## src/rtl/swm_pkg.sv

```systemverilog
`default_nettype none
package swm_pkg;

    localparam int MAX_WINDOW  = 64;
    localparam int SAMPLE_BITS = 32;
    localparam int CFG_W       = 7;
    localparam int OUT_W       = SAMPLE_BITS + 1;
    localparam int IDX_W       = (MAX_WINDOW > 1) ? $clog2(MAX_WINDOW) : 1;
    localparam int CNT_W       = $clog2(MAX_WINDOW + 1);
    localparam int TAP_GROUP   = 8;
    localparam int TAP_GROUPS  = (MAX_WINDOW + TAP_GROUP - 1) / TAP_GROUP;

    localparam logic [CFG_W-1:0] CFG_RESET = CFG_W'(3);

    typedef logic signed [SAMPLE_BITS-1:0] t_sample;

    // What a cell shows its neighbors in every cycle.
    typedef struct packed {
        t_sample          val;
        logic [IDX_W-1:0] age;
        logic             le;
        logic             adel;
    } t_link;

    // Broadcast from the top level to every cell.
    typedef struct packed {
        t_sample          sample;
        logic             ins;
        logic             full;
        logic [IDX_W-1:0] del_idx;
        logic [CNT_W-1:0] count;
        logic [IDX_W-1:0] lo_idx;
        logic [IDX_W-1:0] hi_idx;
        logic [IDX_W-1:0] win_m1;
    } t_ctrl;

    // A size of zero means one sample; sizes above the chain length saturate.
    function automatic logic [CNT_W-1:0] eff_window(input logic [CFG_W-1:0] v);
        logic [CNT_W-1:0] res;
        if (v == '0) begin
            res = CNT_W'(1);
        end else if (int'(v) > MAX_WINDOW) begin
            res = CNT_W'(MAX_WINDOW);
        end else begin
            res = CNT_W'(v);
        end
        return res;
    endfunction

endpackage
`default_nettype wire

```

## src/rtl/swm_cell.sv

```systemverilog
`default_nettype none
module swm_cell (
    input  wire logic                        i_clk,
    input  wire logic [swm_pkg::IDX_W-1:0]   i_index,
    input  wire swm_pkg::t_ctrl              i_ctrl,
    input  wire swm_pkg::t_link              i_prev,
    input  wire swm_pkg::t_link              i_next,
    output swm_pkg::t_link                   o_link,
    output logic                             o_del,
    output swm_pkg::t_sample                 o_lo,
    output swm_pkg::t_sample                 o_hi
);

    swm_pkg::t_sample              r_val;
    swm_pkg::t_sample              n_val;
    logic [swm_pkg::IDX_W-1:0]     r_age;
    logic [swm_pkg::IDX_W-1:0]     n_age;
    logic                          valid;
    logic                          le;
    logic                          adel;
    logic                          cur_le;
    logic                          prev_le;

    assign valid = swm_pkg::CNT_W'(i_index) < i_ctrl.count;
    assign le    = valid && !(r_val > i_ctrl.sample);
    assign adel  = i_ctrl.full && (i_index >= i_ctrl.del_idx);
    assign o_del = i_ctrl.full && valid && (r_age == i_ctrl.win_m1);

    assign o_link = '{val: r_val, age: r_age, le: le, adel: adel};
    assign o_lo   = (i_index == i_ctrl.lo_idx) ? r_val : '0;
    assign o_hi   = (i_index == i_ctrl.hi_idx) ? r_val : '0;

    // Cells at or above the evicted one see the chain shifted down by one;
    // the new sample then goes in front of the first larger survivor.
    assign cur_le  = adel ? i_next.le : le;
    assign prev_le = i_prev.adel ? le : i_prev.le;

    always_comb begin
        if (cur_le) begin
            n_val = adel ? i_next.val : r_val;
            n_age = (adel ? i_next.age : r_age) + 1'b1;
        end else if ((i_index == '0) || prev_le) begin
            n_val = i_ctrl.sample;
            n_age = '0;
        end else begin
            n_val = i_prev.adel ? r_val : i_prev.val;
            n_age = (i_prev.adel ? r_age : i_prev.age) + 1'b1;
        end
    end

    always_ff @(posedge i_clk) begin
        if (i_ctrl.ins) begin
            r_val <= n_val;
            r_age <= n_age;
        end
    end

endmodule
`default_nettype wire

```

## config.mk

```make
export PLATFORM = sky130hd
export DESIGN_NAME = swm_cell
export DESIGN_NICKNAME = d
export VERILOG_FILES = /design/src/rtl/swm_pkg.sv /design/src/rtl/swm_cell.sv
export SDC_FILE = /design/constraint.sdc
export NUM_CORES = 1
export LEC_CHECK = 0
export BUFFER_PORTS_ARGS = -buffer_cell sky130_fd_sc_hd__buf_2
export CORE_MARGIN = 2
export CORE_UTILIZATION = 45
export DETAILED_ROUTE_END_ITERATION = 10
export HOLD_SLACK_MARGIN = 0.06
export PLACE_DENSITY = 0.83
export SLEW_MARGIN = 20
export SYNTH_ARGS = -nofsm -noshare
export SYNTH_HDL_FRONTEND = slang
export SYNTH_SLANG_ARGS = --single-unit
```

## constraint.sdc

```tcl
create_clock -name i_clk -period 3.6 [get_ports i_clk]
set_input_delay 0.36 -clock i_clk [delete_from_list [all_inputs] [get_ports i_clk]]
set_output_delay 0.36 -clock i_clk [all_outputs]
set_load 0.1 [all_outputs]
```

==> results of run 1 <==
[worst max path at each step]
stage | start | endpoint | depth (start not counted)
detailed placement | i_ctrl[52] | r_age[1]$_DFFE_PP_ | 12
global placement | i_ctrl[52] | r_age[1]$_DFFE_PP_ | 12
floorplan | r_val[0]$_DFFE_PP_ | o_hi[0] | 2
CTS | r_val[5]$_DFFE_PP_ | o_link[1] | 8
global route | r_val[10]$_DFFE_PP_ | o_link[1] | 8
finish | r_val[7]$_DFFE_PP_ | o_link[1] | 8
[critical path: cells and delay by family (launching register included)]
kind / cells / cell delay, ps
AO/OA/AOI/OAI: 6 / 1460
buffers and inverters: 1 / 390
adder cells (fa/ha/maj): 1 / 330
flip-flops: 1 / 440
[through the flow]
step	area, sq um	setup slack [ps]	util [%]	hold slack (ps)	total power (uW)
4_1_cts	5710	223	62.4	375	2600
6_report	5710	325	62.4	390	2590
5_1_grt	5710	59.4	62.4	382	2740
3_3_place_gp	5600	505	61.1	682	2180
2_1_floorplan	4230	-807	-	472	1870
3_5_place_dp	5600	305	61.2	686	2230
[cell families (layout without fill, tap and decap cells)]
| kind of cell | after synthesis | after routing |
|---|---|---|
| xor+xnor | 28 | 28 |
| buf+inv | 80 | 322 |
| simple gates | 171 | 171 |
| flops | 38 | 38 |
| compound gates | 152 | 152 |
| mux | 8 | 8 |
| fa+ha+maj | 45 | 45 |
[cell usage in the layout, fill, tap and decap left out, types with 9 or more instances in the layout]
cell	instances
buf_4	9
and2_1	62
xnor2_1	18
nand2_1	23
ha_1	45
inv_1	48
o21ai_0	41
buf_2	254
xor2_1	10
nand3_1	12
edfxtp_1	38
nand4_1	13
a31oi_1	33
a21oi_1	53
nor2_1	36
[power by group]
part	total [uW]	switching (uW)	internal, uW
registers	698	87.3	611
logic	1530	1110	416
clock network	367	159	208
total	2590	1360	1230
[final cells by class]
| cell class | instances | area [sq um] |
|---|---|---|
| multi-input cells | 404 | 2780 |
| clock buffers | 7 | 76.3 |
| repair buffers | 265 | 1370 |
| flip-flops and latches | 38 | 1140 |
| fillers | 824 | 3440 |
| well taps | 111 | 139 |
| clock inverters | 1 | 30.0 |
| inverters | 49 | 184 |
[state kept, by name, indices dropped and copies added (netlist names)]
register	count
r_age	6
r_val	32
[metal layers]
metal | wire length, microns | global-route usage (%) | vias up
met1 | 5630 | 31.6 | 2257
li1 | - | - | 2337
met4 | 266 | 10.0 | 0
met2 | 7490 | 49.0 | 236
met3 | 1040 | 4.72 | 25
met5 | 0 | 0 | -
==> summary.txt, run 1 <==
GRT
  – Total global routing overflow: 0
  – Gr usage total: between 20% and 30%
  – Initial antenna violation count: 0
  – Number of global-route vias before repair: between 4000 and 5000
  – First-pass GRT wire length: approximately 22 mm
  – Largest net degree at the start of global routing: 39

Setup path
  – CP Capture Type: output port
  – Critical path's largest stage delay: 440 ps
  – R2R setup slack: ~370 ps
  – CP Cell Sequence: ha_1, a21oi_1, o21ai_0, a221oi_1, o211ai_1, a211o_1, a21oi_1, clkbuf_4
  – Cell mode on critical path: a21oi_1
  – CP Launch Type: flop
  – Worst r2r dst: r_age[1]$_DFFE_PP_
  – R2R depth: 10
  – Worst Path Required: 3240 ps
  – Crit Path Max Fanout: 4
  – Reg-to-Reg Start: r_val[19]$_DFFE_PP_
  – Slowest cell on the critical path: edfxtp_1
  – WP data arrival: roughly 2900 ps
  – Crit Path Category: reg2out

Routing
  – Total Routed Length: around 14 mm
  – Vias: a little under 5000
  – Routed Antenna Nets: 0
  – Residual DRC: 0
  – Initial DRT Pass Iterations: 4
  – Wire length per cell: approximately 16 microns
  – Initial DRC Count: 143
  – Vias per cell: between 5 and 6

Floorplan
  – Core area: 9150 sq um
  – Ports: 257
  – Die H: 101 microns
  – Die width: 101 microns
  – Starting Density: around 46%
  – Die area: between 10000 and 15000 sq um
  – # rows: 35

Yosys
  – Synth area leader: edfxtp_1
  – EDFF count, synth: 38
  – Yosys cell types: 45
  – Warnings, synthesis: 0
  – Net Count, Synth: roughly 720
  – Top FF cell, synth: edfxtp_1
  – Mapped Cells: roughly 520
  – Top post-synthesis cells by area: edfxtp_1 (27%), ha_1 (13%), and2_1 (9.2%), a21oi_1 (6.3%), o21ai_0 (5.0%)
  – Register area share after synthesis: between 20% and 30%
  – Async S/R FF share, synth: 0%
  – Compound-Gate Fraction of Synth Area: a little over a fifth
  – Largest family of logic cells by synthesized area: simple AND/OR/NAND/NOR gates
  – Top cell type's share of synthesized area: between 20% and 30%
  – Mux cell area share after synthesis: 1.96%
  – Synth cell count leaders: and2_1 (62), a21oi_1 (53), inv_1 (48), ha_1 (45), o21ai_0 (42)
  – Top-count cell post-synth: and2_1
  – Synth Area in Adders: between 10% and 20%
  – Post-synthesis xor/xnor area fraction: 5.81%
  – Count of state elements after synthesis: 38
  – Syn_area_per_cell: between 8 and 9 sq um
  – Synth Cell Area: roughly 4200 sq um
  – Simple-gate portion of the synthesized area: roughly 22%

Finish
  – ANT cells: 0
  – Final net count: 960
  – Syn-to-layout area delta: 35.4%
  – Final Non-Filler Cells: about 880
  – Layout cells sized above 1: between 30% and 40%

Hold path
  – Hold wc startpoint: i_next[32]
  – Hold path depth: 3
  – Worst Hold Class: in2reg
  – End of the worst hold path: r_val[24]$_DFFE_PP_

Pwr
  – Leakage power: between 0.002 and 0.003 uW
  – Largest vdd supply drop: approximately 0.30 mV
  – Power per cell area: between 400 and 500 nW/um^2

STA
  – Slew HR: 34.1%
  – Fmax: 0.305 GHz
  – Worst Max-Slew Pin Slew: 989 ps
  – Setup TNS: 0 ps
  – Final setup violation count: 0
  – Crit share post-route: 91.0%
  – Tmin final: between 3000 and 4000 ps
  – Clock Skews: approximately 7.6 ps
  – Unrepaired setup endpoints after global routing: false
  – Final Max Tran Viols: 0
  – Final Hold Vio Count: 0

Clocking
  – CTS tree: yes
  – CTS Buffer Depth: 2
  – Inserted Clock Buffers: 5
  – CTS-repair resized insts: 0
  – Clock slew at reported path FFs: around 80 ps
  – Post-CTS Hold Fix Bufs: 0
  – Worst skew pair latency: a little under 300 ps
  – Post-CTS Setup Inserts: 0
  – Root Buffer: clkbuf_8
  – Clk sinks: 38
  – H-tree depth: 2

Placed design
  – RD Place Congestion: 0.888
  – Placed Cells: between 800 and 900
  – Input/output buffers: between 200 and 300
  – Hpwl dp: between 10 and 15 mm

Job
  – Max-cap violation count: 0

Outcome
  – Status: finished, final reports clean
(Power assumes the default switching activity.)
==> inputs of run 2 (changes only) <==
--- a/config.mk
+++ b/config.mk
@@ -5,12 +5,13 @@
 export SDC_FILE = /design/constraint.sdc
 export NUM_CORES = 1
 export LEC_CHECK = 0
+export ABC_AREA = 1
 export BUFFER_PORTS_ARGS = -buffer_cell sky130_fd_sc_hd__buf_2
 export CORE_MARGIN = 2
 export CORE_UTILIZATION = 45
 export DETAILED_ROUTE_END_ITERATION = 10
 export HOLD_SLACK_MARGIN = 0.06
-export PLACE_DENSITY = 0.83
+export PLACE_DENSITY = 0.82
 export SLEW_MARGIN = 20
 export SYNTH_ARGS = -nofsm -noshare
 export SYNTH_HDL_FRONTEND = slang
==> run 2 against run 1 <==
Flip-flop and latch count stayed put. Cell count grew 20%. Clock power decreased by 1%. Global-route usage is 2.1 points lower. Worst setup slack better by 310 ps. Area after synthesis is 4.0% higher.
==> summary.txt, run 2 <==
Floorplan
  – Ports: 257 (unchanged)
  – # rows: 36 (+2.9%)
  – Die area: 10600 sq um (+3.8%)
  – Die H: 103 microns (+1.9%)
  – Core area: 9640 sq um (+5.3%)
  – Die width: 103 microns (+1.9%)
  – Starting Density: 45.5% (-0.59 points)

Finish
  – Post-Route Utilization: 60.7% (-1.7 points)
  – Fillers: 996 (+21%)
  – ANT cells: 0 (unchanged)
  – Final Non-Filler Cells: 1049 (+20%)
  – Most frequent cells in the layout: buf_2 (255), nand2_1 (176), inv_1 (140), nor2_1 (79), ha_1 (45)
  – Max FFs per register: 32 (unchanged)
  – Syn-to-layout area delta: 33.4%
  – Biggest regs: r_val x32, r_age x6
  – Reg with most FFs: r_val
  – Layout cells sized above 1: 31.4% (-7.0 points)
  – Most common library cell in the layout ignoring fill and taps: buf_2
  – Fin area: 5850 sq um (+2.5%)
  – Final net count: 1113 (+16%)

Setup path
  – Cell mode on critical path: nand2_1
  – Slowest cell on the critical path: edfxtp_1
  – Worst Path Required: 3760 ps (+520 ps)
  – Critical path's largest stage delay: 470 ps (+30 ps)
  – Crit Path Max Fanout: 33 (+29)
  – Crit path buf inv count: 0 (-1)
  – CP Capture Type: flop
  – CP Cell Sequence: ha_1, a21oi_1, o21a_1, nand2_1, a21oi_2, nand2_1, nand2_2, nand3_2, nand3_4, nand3_4, nor2_2, nand2_1, nand2_1
  – CP delay by family, top: simple AND/OR/NAND/NOR gates
  – Crit Path Category: reg2reg
  – WP data arrival: 3120 ps (+210 ps)
  – CP Launch Type: flop

Clocking
  – H-tree depth: 2 (unchanged)
  – Post-CTS Hold Fix Bufs: 0 (unchanged)
  – CTS Buffer Depth: 2 (unchanged)
  – Clock slew at reported path FFs: 80 ps (about the same)
  – CTS tree: yes
  – Clk sinks: 38 (unchanged)
  – Post-CTS Setup Inserts: 0 (unchanged)
  – CTS-repair resized insts: 0 (unchanged)
  – Worst skew pair latency: 290 ps (about the same)
  – Root Buffer: clkbuf_8
  – Inserted Clock Buffers: 5 (unchanged)

Yosys
  – EDFF count, synth: 38 (unchanged)
  – Warnings, synthesis: 0 (unchanged)
  – Top FF cell, synth: edfxtp_1
  – Syn_area_per_cell: 6.51 sq um (-19%)
  – Top cell type's share of synthesized area: 26.0% (-1.0 points)
  – Async S/R FF share, synth: 0% (unchanged)
  – Net Count, Synth: 871 (+21%)
  – Synth area leader: edfxtp_1
  – Top post-synthesis cells by area: edfxtp_1 (26%), nand2_1 (15%), ha_1 (13%), inv_1 (12%), nor2_1 (6.8%)
  – Yosys cell types: 32 (-29%)
  – Register area share after synthesis: 26.0% (-1.0 points)
  – Synth cell count leaders: nand2_1 (176), inv_1 (140), nor2_1 (79), ha_1 (45), nand3_1 (41)
  – Synth Cell Area: 4390 sq um (+4.0%)
  – Top-count cell post-synth: nand2_1
  – Mapped Cells: 674 (+29%)
  – Count of state elements after synthesis: 38 (unchanged)

GRT
  – Largest net degree at the start of global routing: 34 (-13%)
  – Gr usage total: 24.9% (-2.1 points)
  – Total global routing overflow: 0 (unchanged)
  – First-pass GRT wire length: 20.7 mm (-5.2%)
  – Number of global-route vias before repair: 4384 (-5.2%)
  – Initial antenna violation count: 0 (unchanged)

Pwr
  – Power per cell area: 456 nW/um^2 (+0.51%)
  – Leakage power: 0.00368 uW (+26%)
  – Largest vdd supply drop: 0.301 mV (-1.0%)

STA
  – Fmax: 0.337 GHz (+10%)
  – Crit share post-route: 82.3% (-8.6 points)
  – Final setup violation count: 0 (unchanged)
  – Clock Skews: 4.93 ps (-2.71 ps)
  – Tmin final: 2960 ps (-310 ps)
  – Final WS setup: 635 ps (+310 ps)
  – Setup TNS: 0 ps (unchanged)
  – Unrepaired setup endpoints after global routing: false
  – Final Hold Vio Count: 0 (unchanged)
  – Slew HR: 59.5% (+25 points)
  – Worst Max-Slew Pin Slew: 607 ps (-382 ps)
  – Final Max Tran Viols: 0 (unchanged)

Placed design
  – Hpwl dp: 10.8 mm (-4.3%)
  – Placed Cells: 1042 (+20%)
  – Input/output buffers: 255 (unchanged)
  – Dpl cell area: 5750 sq um (+2.6%)
  – RD Place Congestion: 0.875 (-1.5%)
  – Worst slack, placed: 579 ps (+274 ps)

Routing
  – Vias: 5030 (+3.6%)
  – Vias per cell: 4.80 (-14%)
  – Total Routed Length: 13.6 mm (-5.5%)
  – Initial DRT Pass Iterations: 5 (+1)
  – Wire length per cell: 13.0 microns (-21%)
  – Routed Antenna Nets: 0 (unchanged)
  – Residual DRC: 0 (unchanged)
  – Initial DRC Count: 223 (+56%)

Job
  – Max-cap violation count: 0 (unchanged)

Hold path
  – Worst Hold Class: in2reg

Outcome
  – Status: finished, final reports clean
[run 2: cell types whose count changed in the layout (fill, tap and decap cells not counted), sizes merged, moves of 25 or more]
cell   before  now
a21oi      54   17
inv        49  144
a31oi      33    1
nand2      23  181
nand3      14   46
o21ai      44   19
nor2       36   82
and2       62    0
[run 2: final timing paths]
path | cells past startpoint | slack, ps | startpoint | end
worst min register to register | 4 | 860 | r_age[0]$_DFFE_PP_ | r_age[0]$_DFFE_PP_
worst min-delay path | 3 | 340 | i_next[25] | r_val[17]$_DFFE_PP_
worst max-delay path | 13 | 640 | r_val[31]$_DFFE_PP_ | r_age[1]$_DFFE_PP_
worst max register to register | 13 | 640 | r_val[31]$_DFFE_PP_ | r_age[1]$_DFFE_PP_
[run 2: area by class of cell]
| class | count | area, sq um | area share (%) |
|---|---|---|---|
| clock buffers | 5 | 68.8 | 1.18 |
| clock inverters | 2 | 33.8 | 0.577 |
| inverters | 145 | 544 | 9.30 |
| multi-input cells | 463 | 2550 | 43.6 |
| flip-flops and latches | 38 | 1140 | 19.5 |
| well taps | 133 | 166 | 2.84 |
| repair buffers | 263 | 1350 | 23.0 |
[run 2: layer usage]
layer	up-vias	share of wire, %	global-route usage (%)
met2	221	49	44.6
li1	2601	-	-
met1	2193	42	31.7
met4	0	1.4	5.97
met5	-	0	0
met3	15	8.3	3.39
[run 2: where the power goes]
group	internal [uW]	switching, uW
registers	624	61.6
logic	385	1240
clock network	201	162
[run 2: cells by family (layout without fill, tap and decap cells)]
logic type,count (synthesis),after routing,synth area share [%]
AO/OA/AOI/OAI,46,46,5.90
XOR/XNOR,20,20,3.99
adder cells (fa/ha/maj),45,45,12.8
buffers and inverters,173,415,16.0
flip-flops,38,38,26.0
AND/OR/NAND/NOR,352,352,35.3
[run 2: through the flow]
| stage | hold WS [ps] | power [uW] |
|---|---|---|
| 4_1_cts | 327 | 2680 |
| 6_report | 335 | 2670 |
| 3_5_place_dp | 635 | 2320 |
| 3_3_place_gp | 630 | 2290 |
| 5_1_grt | 335 | 2850 |
| 2_1_floorplan | 472 | 2000 |
[run 2: worst register-to-register path, stage by stage (launching register included)]
cell and delay [ps]:
edfxtp_1 470, ha_1 380, a21oi_1 190, o21a_1 140
nand2_1 60, a21oi_2 150, nand2_1 90, nand2_2 70
nand3_2 100, nand3_4 200, nand3_4 410, nor2_2 390
nand2_1 90, nand2_1 90
